$ cat config.mk
export PLATFORM = sky130hd
export DESIGN_NAME = polygon_area_perimeter
export DESIGN_NICKNAME = d
export VERILOG_FILES = /design/src/hw/rtl/pap_pkg.sv /design/src/hw/rtl/polygon_area_perimeter.sv /design/src/hw/rtl/pap_mac.sv /design/src/hw/rtl/pap_isqrt.sv
export SDC_FILE = /design/constraint.sdc
export NUM_CORES = 2
export LEC_CHECK = 0
export ABC_AREA = 0
export BUFFER_PORTS_ARGS = -buffer_cell sky130_fd_sc_hd__buf_2
export CORE_MARGIN = 2
export CORE_UTILIZATION = 60
export CTS_CLUSTER_DIAMETER = 30
export DETAILED_ROUTE_END_ITERATION = 8
export PLACE_DENSITY = 0.86
export SLEW_MARGIN = 15
export SYNTH_ARGS = -nofsm -noshare
export SYNTH_HDL_FRONTEND = slang
export SYNTH_HIERARCHICAL = 1
export SYNTH_SLANG_ARGS = --single-unit
$ cat constraint.sdc
create_clock -name clk -period 7.2 [get_ports clk]
set_input_delay 1.44 -clock clk [delete_from_list [all_inputs] [get_ports clk]]
set_output_delay 1.44 -clock clk [all_outputs]
set_load 0.03 [all_outputs]
$ cat src/hw/rtl/pap_pkg.sv
// ----------------------------------------------------------------------------
// pap_pkg
// Shared widths, defaults and the sequencer state type for the polygon
// area / perimeter block.
// ----------------------------------------------------------------------------
package pap_pkg;

  // vertex coordinate width, fixed by the port fields
  localparam int COORD_W  = 16;
  // vertex differences need one more bit
  localparam int DIFF_W   = COORD_W + 1;
  // sum of two products of differences
  localparam int PROD_W   = 2 * DIFF_W;
  localparam int AREA_W   = 45;
  localparam int PERIM_W  = 35;

  localparam int FRAC_BITS_DEF    = 8;
  localparam int MAX_VERTICES_DEF = 1024;

  typedef enum logic [2:0] {
    ST_IDLE,
    ST_EDGE_MUL,
    ST_EDGE_ROOT,
    ST_CLOSE_START,
    ST_CLOSE_MUL,
    ST_CLOSE_ROOT,
    ST_DONE
  } pap_state_t;

endpackage

$ cat src/hw/rtl/polygon_area_perimeter.sv
// ----------------------------------------------------------------------------
// polygon_area_perimeter
// Streams polygon vertices and returns twice the signed shoelace area and the
// fixed-point perimeter on the vertex flagged last.
// ----------------------------------------------------------------------------
// One vertex is taken at a time; in_stall stays high while it is worked on.
// Each edge goes through a pair of bit-serial multipliers (edge length squared
// and the fan cross product, COORD_W+1 steps) and then a bit-serial square
// root (COORD_W+1+FRAC_BITS steps). The first vertex of a polygon, and
// vertices beyond MAX_VERTICES (which are dropped), start no edge and, unless
// flagged last, leave the input free. The last vertex then runs the closing
// edge through the squarer and root once more before the result beat is
// loaded. The result sits in an output register, so the next polygon can
// start while it waits on out_stall. Both sums saturate.
// ----------------------------------------------------------------------------
module polygon_area_perimeter #(
  parameter int FRAC_BITS    = pap_pkg::FRAC_BITS_DEF,
  parameter int MAX_VERTICES = pap_pkg::MAX_VERTICES_DEF
) (
  input  logic                                 clk,
  input  logic                                 rst_n,
  input  logic                                 in_valid,
  output logic                                 in_stall,
  input  logic signed [pap_pkg::COORD_W-1:0]   in_x_coord,
  input  logic signed [pap_pkg::COORD_W-1:0]   in_y_coord,
  input  logic                                 in_last_vertex,
  output logic                                 out_valid,
  input  logic                                 out_stall,
  output logic signed [pap_pkg::AREA_W-1:0]    out_double_area,
  output logic        [pap_pkg::PERIM_W-1:0]   out_perimeter_fixed
);

  localparam int COORD_W = pap_pkg::COORD_W;
  localparam int DIFF_W  = pap_pkg::DIFF_W;
  localparam int PROD_W  = pap_pkg::PROD_W;
  localparam int AREA_W  = pap_pkg::AREA_W;
  localparam int PERIM_W = pap_pkg::PERIM_W;
  localparam int ROOT_W  = PROD_W / 2 + FRAC_BITS;
  localparam int CNT_W   = $clog2(MAX_VERTICES + 1);

  localparam logic [PERIM_W-1:0]       PERIM_MAX = {PERIM_W{1'b1}};
  localparam logic signed [AREA_W-1:0] AREA_MAX  = {1'b0, {(AREA_W-1){1'b1}}};
  localparam logic signed [AREA_W-1:0] AREA_MIN  = {1'b1, {(AREA_W-1){1'b0}}};

  pap_pkg::pap_state_t st_r, st_nxt;

  logic signed [COORD_W-1:0] first_x_r, first_y_r, prev_x_r, prev_y_r;
  logic signed [COORD_W-1:0] cur_x_r, cur_y_r;
  logic [CNT_W-1:0]          cnt_r;
  logic                      last_r;
  logic signed [AREA_W-1:0]  area_r;
  logic [PERIM_W-1:0]        perim_r;
  logic                      out_valid_r;
  logic signed [AREA_W-1:0]  out_area_r;
  logic [PERIM_W-1:0]        out_perim_r;

  logic accept, active, edge_go, out_free, mul_done;

  logic signed [DIFF_W-1:0] in_x_e, in_y_e, first_x_e, first_y_e, prev_x_e, prev_y_e;
  logic signed [DIFF_W-1:0] sq_dx, sq_dy;
  logic signed [DIFF_W-1:0] cr_a1, cr_b1, cr_a2, cr_b2;

  logic                     sq_start, sq_done, cr_done, rt_start, rt_done;
  logic signed [PROD_W-1:0] sq_prod, cr_prod;
  logic [ROOT_W-1:0]        rt_root;

  logic signed [AREA_W:0]   area_sum;
  logic signed [AREA_W-1:0] area_sat;
  logic [PERIM_W:0]         perim_sum;
  logic [PERIM_W-1:0]       perim_sat;

  // ---------------------------------------------------------------- operands
  always_comb begin
    in_x_e    = {in_x_coord[COORD_W-1], in_x_coord};
    in_y_e    = {in_y_coord[COORD_W-1], in_y_coord};
    first_x_e = {first_x_r[COORD_W-1], first_x_r};
    first_y_e = {first_y_r[COORD_W-1], first_y_r};
    prev_x_e  = {prev_x_r[COORD_W-1], prev_x_r};
    prev_y_e  = {prev_y_r[COORD_W-1], prev_y_r};

    if (st_r == pap_pkg::ST_CLOSE_START) begin
      sq_dx = first_x_e - prev_x_e;
      sq_dy = first_y_e - prev_y_e;
    end else begin
      sq_dx = in_x_e - prev_x_e;
      sq_dy = in_y_e - prev_y_e;
    end

    // (prev - first) x (cur - first), second term negated going in
    cr_a1 = prev_x_e - first_x_e;
    cr_b1 = in_y_e - first_y_e;
    cr_a2 = prev_y_e - first_y_e;
    cr_b2 = first_x_e - in_x_e;
  end

  assign in_stall = (st_r != pap_pkg::ST_IDLE);
  assign accept   = in_valid & ~in_stall;
  assign active   = (cnt_r < CNT_W'(MAX_VERTICES));
  assign edge_go  = accept & active & (cnt_r != '0);
  assign out_free = ~out_valid_r | ~out_stall;
  assign mul_done = sq_done & cr_done;

  assign sq_start = edge_go | (st_r == pap_pkg::ST_CLOSE_START);
  assign rt_start = ((st_r == pap_pkg::ST_EDGE_MUL) & mul_done) |
                    ((st_r == pap_pkg::ST_CLOSE_MUL) & sq_done);

  // ---------------------------------------------------------------- units
  pap_mac #(.OP_W(DIFF_W)) u_sq (
    .clk   (clk),
    .rst_n (rst_n),
    .start (sq_start),
    .a1    (sq_dx),
    .b1    (sq_dx),
    .a2    (sq_dy),
    .b2    (sq_dy),
    .done  (sq_done),
    .prod  (sq_prod)
  );

  pap_mac #(.OP_W(DIFF_W)) u_cross (
    .clk   (clk),
    .rst_n (rst_n),
    .start (edge_go),
    .a1    (cr_a1),
    .b1    (cr_b1),
    .a2    (cr_a2),
    .b2    (cr_b2),
    .done  (cr_done),
    .prod  (cr_prod)
  );

  pap_isqrt #(.IN_W(PROD_W), .FRAC_BITS(FRAC_BITS)) u_root (
    .clk   (clk),
    .rst_n (rst_n),
    .start (rt_start),
    .n     ($unsigned(sq_prod)),
    .done  (rt_done),
    .root  (rt_root)
  );

  // ---------------------------------------------------------------- sums
  always_comb begin
    area_sum = {area_r[AREA_W-1], area_r} +
               {{(AREA_W+1-PROD_W){cr_prod[PROD_W-1]}}, cr_prod};
    if (area_sum[AREA_W] != area_sum[AREA_W-1]) begin
      area_sat = area_sum[AREA_W] ? AREA_MIN : AREA_MAX;
    end else begin
      area_sat = area_sum[AREA_W-1:0];
    end

    perim_sum = {1'b0, perim_r} + {{(PERIM_W+1-ROOT_W){1'b0}}, rt_root};
    perim_sat = (perim_sum >= {1'b0, PERIM_MAX}) ? PERIM_MAX : perim_sum[PERIM_W-1:0];
  end

  // ---------------------------------------------------------------- sequencer
  always_ff @(posedge clk) begin
    if (!rst_n) begin
      st_r <= pap_pkg::ST_IDLE;
    end else begin
      st_r <= st_nxt;
    end
  end

  always_comb begin
    st_nxt = st_r;
    case (st_r)
      pap_pkg::ST_IDLE: begin
        if (edge_go) begin
          st_nxt = pap_pkg::ST_EDGE_MUL;
        end else if (accept & in_last_vertex) begin
          st_nxt = pap_pkg::ST_CLOSE_START;
        end
      end
      pap_pkg::ST_EDGE_MUL: begin
        if (mul_done) st_nxt = pap_pkg::ST_EDGE_ROOT;
      end
      pap_pkg::ST_EDGE_ROOT: begin
        if (rt_done) st_nxt = last_r ? pap_pkg::ST_CLOSE_START : pap_pkg::ST_IDLE;
      end
      pap_pkg::ST_CLOSE_START: begin
        st_nxt = pap_pkg::ST_CLOSE_MUL;
      end
      pap_pkg::ST_CLOSE_MUL: begin
        if (sq_done) st_nxt = pap_pkg::ST_CLOSE_ROOT;
      end
      pap_pkg::ST_CLOSE_ROOT: begin
        if (rt_done) st_nxt = pap_pkg::ST_DONE;
      end
      pap_pkg::ST_DONE: begin
        if (out_free) st_nxt = pap_pkg::ST_IDLE;
      end
      default: begin
        st_nxt = pap_pkg::ST_IDLE;
      end
    endcase
  end

  // ---------------------------------------------------------------- state
  always_ff @(posedge clk) begin
    if (!rst_n) begin
      cnt_r       <= '0;
      area_r      <= '0;
      perim_r     <= '0;
      out_valid_r <= 1'b0;
    end else begin
      if (accept & active & (cnt_r == '0)) begin
        cnt_r <= cnt_r + CNT_W'(1);
      end
      if ((st_r == pap_pkg::ST_EDGE_MUL) & mul_done) begin
        area_r <= area_sat;
      end
      if ((st_r == pap_pkg::ST_EDGE_ROOT) & rt_done) begin
        perim_r <= perim_sat;
        cnt_r   <= cnt_r + CNT_W'(1);
      end
      if ((st_r == pap_pkg::ST_CLOSE_ROOT) & rt_done) begin
        perim_r <= perim_sat;
      end

      if ((st_r == pap_pkg::ST_DONE) & out_free) begin
        out_valid_r <= 1'b1;
        cnt_r       <= '0;
        area_r      <= '0;
        perim_r     <= '0;
      end else if (~out_stall) begin
        out_valid_r <= 1'b0;
      end
    end
  end

  always_ff @(posedge clk) begin
    if (accept) begin
      last_r <= in_last_vertex;
    end
    if (accept & active & (cnt_r == '0)) begin
      first_x_r <= in_x_coord;
      first_y_r <= in_y_coord;
      prev_x_r  <= in_x_coord;
      prev_y_r  <= in_y_coord;
    end
    if (edge_go) begin
      cur_x_r <= in_x_coord;
      cur_y_r <= in_y_coord;
    end
    if ((st_r == pap_pkg::ST_EDGE_ROOT) & rt_done) begin
      prev_x_r <= cur_x_r;
      prev_y_r <= cur_y_r;
    end
    if ((st_r == pap_pkg::ST_DONE) & out_free) begin
      out_area_r  <= area_r;
      out_perim_r <= perim_r;
    end
  end

  assign out_valid           = out_valid_r;
  assign out_double_area     = out_area_r;
  assign out_perimeter_fixed = out_perim_r;

endmodule

$ cat src/hw/rtl/pap_mac.sv
// ----------------------------------------------------------------------------
// pap_mac
// Bit-serial signed multiply-accumulate: prod = a1*b1 + a2*b2, one multiplier
// bit of each product per cycle.
// ----------------------------------------------------------------------------
module pap_mac #(
  parameter int OP_W = pap_pkg::DIFF_W
) (
  input  logic                     clk,
  input  logic                     rst_n,
  input  logic                     start,
  input  logic signed [OP_W-1:0]   a1,
  input  logic signed [OP_W-1:0]   b1,
  input  logic signed [OP_W-1:0]   a2,
  input  logic signed [OP_W-1:0]   b2,
  output logic                     done,
  output logic signed [2*OP_W-1:0] prod
);

  localparam int ACC_W = 2 * OP_W;
  localparam int CNT_W = $clog2(OP_W);

  logic                    busy_r;
  logic                    done_r;
  logic [CNT_W-1:0]        cnt_r;
  logic signed [ACC_W-1:0] mc1_r, mc2_r;
  logic [OP_W-1:0]         mp1_r, mp2_r;
  logic signed [ACC_W-1:0] acc_r;

  logic                    step_last;
  logic signed [ACC_W-1:0] t1, t2, tsum, acc_nxt;

  always_comb begin
    step_last = (cnt_r == CNT_W'(OP_W - 1));
    t1        = mp1_r[0] ? mc1_r : '0;
    t2        = mp2_r[0] ? mc2_r : '0;
    tsum      = t1 + t2;
    // multiplier MSB carries negative weight
    acc_nxt   = step_last ? (acc_r - tsum) : (acc_r + tsum);
  end

  always_ff @(posedge clk) begin
    if (!rst_n) begin
      busy_r <= 1'b0;
      done_r <= 1'b0;
      cnt_r  <= '0;
    end else begin
      done_r <= busy_r & step_last;
      if (start) begin
        busy_r <= 1'b1;
        cnt_r  <= '0;
      end else if (busy_r) begin
        cnt_r <= cnt_r + CNT_W'(1);
        if (step_last) begin
          busy_r <= 1'b0;
        end
      end
    end
  end

  always_ff @(posedge clk) begin
    if (start) begin
      mc1_r <= {{OP_W{a1[OP_W-1]}}, a1};
      mc2_r <= {{OP_W{a2[OP_W-1]}}, a2};
      mp1_r <= b1;
      mp2_r <= b2;
      acc_r <= '0;
    end else if (busy_r) begin
      mc1_r <= mc1_r << 1;
      mc2_r <= mc2_r << 1;
      mp1_r <= mp1_r >> 1;
      mp2_r <= mp2_r >> 1;
      acc_r <= acc_nxt;
    end
  end

  assign done = done_r;
  assign prod = acc_r;

endmodule

$ cat src/hw/rtl/pap_isqrt.sv
// ----------------------------------------------------------------------------
// pap_isqrt
// Digit-serial integer square root: root = floor(sqrt(n * 4^FRAC_BITS)),
// one result bit (one base-4 digit of n) per cycle.
// ----------------------------------------------------------------------------
module pap_isqrt #(
  parameter  int IN_W      = pap_pkg::PROD_W,
  parameter  int FRAC_BITS = pap_pkg::FRAC_BITS_DEF,
  localparam int ROOT_W    = IN_W / 2 + FRAC_BITS
) (
  input  logic              clk,
  input  logic              rst_n,
  input  logic              start,
  input  logic [IN_W-1:0]   n,
  output logic              done,
  output logic [ROOT_W-1:0] root
);

  localparam int CNT_W = $clog2(ROOT_W);

  logic              busy_r;
  logic              done_r;
  logic [CNT_W-1:0]  cnt_r;
  logic [IN_W-1:0]   nsh_r;
  logic [ROOT_W+1:0] rem_r;
  logic [ROOT_W-1:0] root_r;

  logic              step_last;
  logic [ROOT_W+3:0] rem_cat, trial, diff;
  logic              ge;
  logic [ROOT_W+1:0] rem_nxt;

  always_comb begin
    step_last = (cnt_r == CNT_W'(ROOT_W - 1));
    // fraction steps see zeros once n is shifted out
    rem_cat   = {rem_r, nsh_r[IN_W-1 -: 2]};
    trial     = {2'b00, root_r, 2'b01};
    ge        = (rem_cat >= trial);
    diff      = rem_cat - trial;
    rem_nxt   = ge ? diff[ROOT_W+1:0] : rem_cat[ROOT_W+1:0];
  end

  always_ff @(posedge clk) begin
    if (!rst_n) begin
      busy_r <= 1'b0;
      done_r <= 1'b0;
      cnt_r  <= '0;
    end else begin
      done_r <= busy_r & step_last;
      if (start) begin
        busy_r <= 1'b1;
        cnt_r  <= '0;
      end else if (busy_r) begin
        cnt_r <= cnt_r + CNT_W'(1);
        if (step_last) begin
          busy_r <= 1'b0;
        end
      end
    end
  end

  always_ff @(posedge clk) begin
    if (start) begin
      nsh_r  <= n;
      rem_r  <= '0;
      root_r <= '0;
    end else if (busy_r) begin
      nsh_r  <= {nsh_r[IN_W-3:0], 2'b00};
      rem_r  <= rem_nxt;
      root_r <= {root_r[ROOT_W-2:0], ge};
    end
  end

  assign done = done_r;
  assign root = root_r;

endmodule

* Yosys cells after proc, flatten, opt, wreduce, memory -nomap -nowiden
Index checks and enable logic that the tools add are counted.
** Cells by class
- Eq/ne operators :: 17
- Multiplexer cells :: 58
- Multipliers :: 0
- $add $sub $neg :: 21
- $lt $le $gt $ge :: 3
- Bitwise logic cells :: 21
- Shifts and indexed selects :: 0
- Reduce and logical (&&, ||, !) cells :: 14
- Divide/modulo/power cells :: 0
** Operator list (count)
- $mux W34 :: 16
- $mux W17 :: 10
- $add A34 B34 Y34 :: 4
- $sub A16 B16 Y17 :: 8
- $mux W35 :: 3
- $mux W45 :: 2
- $sub A34 B34 Y34 :: 2
- $mux W16 :: 4
- $add A45 B34 Y46 :: 1
- $add A35 B25 Y36 :: 1
- $ge A36 B35 Y1 const B :: 1
- $ge A29 B27 Y1 :: 1
- $mux W27 :: 1
- $sub A27 B27 Y27 :: 1
- $mux W11 :: 2
- $mux W3 :: 7
- $pmux W3 S7 :: 1
- $add A5 B1 Y5 const B :: 3
- $eq A5 B5 Y1 const B :: 3
- $and A1 B1 Y1 :: 14
- $add A11 B1 Y11 const B :: 1
- $logic_not A11 Y1 :: 1
- $lt A11 B11 Y1 const B :: 1
- $mux W1 :: 11
- other kinds (16) :: 35
** Storage, ports and cells
- Bits in read-only memories :: 0
- Latch bits :: 0
- Word-level logic and storage cells :: 170
- Bits in writable memories :: 0
- Bits in registers :: 651
- Output and inout bits :: 82
- Input bits :: 37
- Memories kept :: 0

* Depth between registers and ports, before layout
- Depth in word-level cells :: 7
- Mapped depth :: 27
- Gate-level depth less buffers :: 26

* Hierarchy
Netlist, hierarchy kept.
** By module, submodules not included
- polygon_area_perimeter :: sequential area each 7216.9 um^2, times used 1, cells an instance 1994, area each 18179.9 um^2
- pap_mac (u_cross) :: sequential area each 3883.7 um^2, times used 1, cells an instance 1120, area each 10631.4 um^2
- pap_mac (u_sq) :: sequential area each 3883.7 um^2, times used 1, cells an instance 1096, area each 10548.9 um^2
- pap_isqrt :: sequential area each 2202.1 um^2, times used 1, cells an instance 582, area each 5471.5 um^2

* Worst setup path after synthesis
OpenSTA, ideal clock, no wires.
- Kind :: register to register
- From :: reg u_sq.mp1_r[0]
- To :: reg u_sq.acc_r[33], in the netlist u_sq/prod[33]
- Required time :: 7.077 ns
- Buffers on the path :: 0
- Library setup time :: 0.123 ns
- Clock period less this slack :: 6.138 ns
- Stages on the path, launching flop included :: 26
- Arrival :: 6.014 ns
- Setup slack :: 1.062 ns
- Cell sequence :: edfxtp_1 -> and2_1 -> ha_1 -> fa_1 -> a211oi_2 -> o31ai_4 -> xor2_1 -> nor4_2 -> nand3_1 -> or2_2 -> or3_1 -> o21ai_0 -> xor2_1 -> ha_1 -> a21o_1 -> a21o_1 -> a21o_1 -> a221o_1 -> a2111oi_0 -> a211oi_1 -> o31ai_1 -> a21oi_1 -> nor3_1 -> mux2i_1 -> o211ai_1 -> mux2_1
** On the way
- Cells in the longest elaborated chain, start to end :: 4
- Elaborated cells between the ends (all ways) :: 5
- Classes of those cells :: add/sub: 3; mux: 2
** Ends and longest elaborated chain
- from (decl) :: RTL line pap_mac.sv:27 : logic [OP_W-1:0] mp1_r, mp2_r;
- from (signal assigned) :: RTL line pap_mac.sv:71 : mp1_r <= mp1_r >> 1;
- $mux W34 * :: RTL line pap_mac.sv:35 : t1 = mp1_r[0] ? mc1_r : '0;
- $add A34 B34 Y34 * :: RTL line pap_mac.sv:37 : tsum = t1 + t2;
- $add A34 B34 Y34 or $sub A34 B34 Y34 (tied branches) :: RTL line pap_mac.sv:39 : acc_nxt = step_last ? (acc_r - tsum) : (acc_r + tsum);
- $mux W34 * :: RTL line pap_mac.sv:39
- to (signal assigned) :: RTL line pap_mac.sv:73 : acc_r <= acc_nxt;
- to (decl) :: RTL line pap_mac.sv:28 : logic signed [ACC_W-1:0] acc_r;
Every way passes the cells marked *; elsewhere a longest branch is shown, timed or not.
A chain may end at the register's enable or synchronous reset.

* Final worst setup path
Same ends and word-level chain as after synthesis.

==> reports/qor.yml <==
status: "finished, final reports clean"
fin_ws_ns: 0.430
grt.busiest_layer: "met2"
finalPower_w: 0.0224
wirelength_um: 112000
cp_max_fo: 22
postCtsHoldBufs: 0
io_pins: 119
rsz0062_at_grt: "false"
drv_cap: 0
synth-edff-count: 415
die_y_um: 277
via_per_inst: 6.18
ant_nets: 0
grt_pass1_vias: 35600
drcViolationCount: 0
grt_start_max_net_pins: 99
setup.worst_path.end_class: "flop"
syn_inst: 4792
critPathKind: "flop to flop"
grt_pass1_wl_um: 181000
port-buffer-count: 118
ys_ff_latch: 651
timing_hold_violations_final: 0
worstMarginPinSlew_ns: 1.20
place.gp.congestion: 0.962
met3_usage: 0.0382
yosys.area.top_type_share: 0.278
initial_core_util: 0.604
synth_flop_cell: "edfxtp_1"
cp.arrival_ns: 7.28
syn_nets: 5176
clock_skew_ns: 0.103
worstSetupStartpointType: "flop"
async_flop_share: 0
std_cell_rows: 100
core_mm2: 0.0742
setup_viol: 0
ys.warnings.count: 6
die_x_um: 277
p_leak_nw: 21.1
tns_ns: 0
synth_top_area_cell: "edfxtp_1"
vdd_drop_max_uv: 306
clk_pin_slew_ns: 0.05
yosysSeqAreaShare: 0.383
num_vias: 36800
worstSkewPairLatency_ns: 0.72
grtUsageMet1: 0.360
antenna_found_initial: 9
dr.first_iter.drc_count: 3538
nets: 5266
cts_buffers: 121
hp-class: "flop to flop"
syn_to_final_growth_pct: 13.0
yosysMostFrequentCell: "edfxtp_1"
cts_tree: "yes"
h-tree-depth: 3
grtUsageMet2: 0.479
root_buffer: "clkbuf_16"
max_freq_mhz: 148
drive_gt1_frac: 0.132
yosys-top-cells-area: "edfxtp_1 (28%), dfxtp_1 (11%), ha_1 (9.3%)"
postSynthAreaPerCell_um2: 9.36
grt_use_total: 0.283
dpl.hpwl_um: 79000
synth_common_cells: "edfxtp_1 (415), nor2_1 (386), o21ai_0 (379)"
grt.overflow.total: 0
power.density_mw_per_mm2: 442
slew_violations: 0
cp.required_ns: 7.71
ys_types: 127
first_pass_iters: 8
dp_slack_ns: 0.182
fin_crit_ns: 6.77
cts_sinks: 651
synth_area_mm2: 0.0448
dieArea_mm2: 0.0769
wire_per_inst_um: 18.7
slew_headroom: 0.192
fin_crit_sh: 0.940
clk_path_buf_depth: 3
power by group:
group / switching, W / total [W] / internal (W) / leakage [nW]
Sequential: 0.000481 / 0.00557 / 0.00509 / 5.88
Combinational: 0.00654 / 0.0109 / 0.00435 / 13.2
Clock: 0.00215 / 0.00594 / 0.00379 / 2.11
Total: 0.00917 / 0.0224 / 0.0132 / 21.1
registers in the layout, summed over array words and instances (netlist names), 25 cells and up:
signal / cells
u_root/nsh_r: 34
u_sq/mc2_r: 34
area_r: 45
perim_r: 35
out_double_area: 45
u_sq/mc1_r: 34
u_cross/prod: 34
u_root/root: 25
u_cross/mc2_r: 34
u_root/rem_r: 27
u_cross/mc1_r: 34
u_sq/prod: 34
out_perimeter_fixed: 35
per-stage QoR:
step | utilization | instance area (µm²) | hold WS, ns | instances
floorplan | - | 44800 | 0.429 | 4792
global placement | 0.623 | 46200 | 0.450 | 5728
detailed placement | 0.623 | 46200 | 0.451 | 5728
CTS | 0.682 | 50600 | 0.464 | 5960
global route | 0.683 | 50700 | 0.464 | 5962
finish | 0.683 | 50700 | 0.452 | 5965
layer usage:
metal / share of wire / vias up
li1: - / 17600
met1: 0.42 / 17500
met2: 0.48 / 1412
met3: 0.060 / 253
met4: 0.042 / 12
met5: 0.00069 / -
cells by family after synthesis:
family / after synthesis / share of synthesized area
AO/OA/AOI/OAI: 1310 / 0.191
XOR/XNOR: 330 / 0.0646
adder cells (fa/ha/maj): 376 / 0.105
buffers and inverters: 514 / 0.0445
flip-flops: 651 / 0.383
multiplexers: 254 / 0.0616
AND/OR/NAND/NOR: 1357 / 0.150
cells in the final DEF, fill, tap and decap left out, types with 111 or more instances in the layout:
master	Yosys	routed
edfxtp_1	415	415
nor2_1	386	384
o21ai_0	379	377
a21oi_1	339	336
ha_1	335	335
nand2_1	327	325
inv_1	328	324
dfxtp_1	236	233
xnor2_1	205	205
mux2_2	175	175
and2_1	162	161
clkbuf_16	0	127
xor2_1	124	124
buf_2	15	118
a21o_1	111	111
final timing paths:
kind,start,to,slack [ns],cells after the start
worst max register to register,u_sq/mp1_r[0],u_sq/prod[33],0.43,25
worst min register to register,area_r[24],out_double_area[24],0.45,0
worst max-delay path,u_sq/mp1_r[0],u_sq/prod[33],0.43,25
worst min-delay path,area_r[24],out_double_area[24],0.45,0
area by class of cell:
| class | instances | area [µm²] |
|---|---|---|
| timing repair buffer | 151 | 838 |
| clock buffer | 142 | 3260 |
| antenna | 5 | 12.5 |
| tap | 969 | 1210 |
| inverter | 330 | 1250 |
| clock inverter | 90 | 1130 |
| multi-input combinational | 3627 | 25800 |
| sequential | 651 | 17200 |
| fill | 5383 | 23500 |
worst max-delay path: stages, from the launching register on:
cell and delay (ns):
edfxtp_1 0.41, buf_4 0.22, and2_1 0.19, fa_1 0.48
a211oi_2 0.35, o31ai_4 0.16, xor2_1 0.19, nor4_2 0.38
nand3_1 0.14, or2_2 0.34, or3_1 0.37, o21ai_0 0.19
xor2_1 0.22, ha_1 0.32, a21o_1 0.20, a21o_1 0.16
a21o_1 0.18, a221o_1 0.36, a2111oi_2 0.31, a211oi_1 0.19
o31ai_1 0.33, a21oi_1 0.14, nor3_1 0.19, mux2i_1 0.11
o211ai_1 0.13, mux2_1 0.33
timing repair:
item,in CTS,in global routing
resized for setup,0,12
setup buffers,0,0
endpoints found under the setup margin,0,2
(Power assumes the default switching activity.)
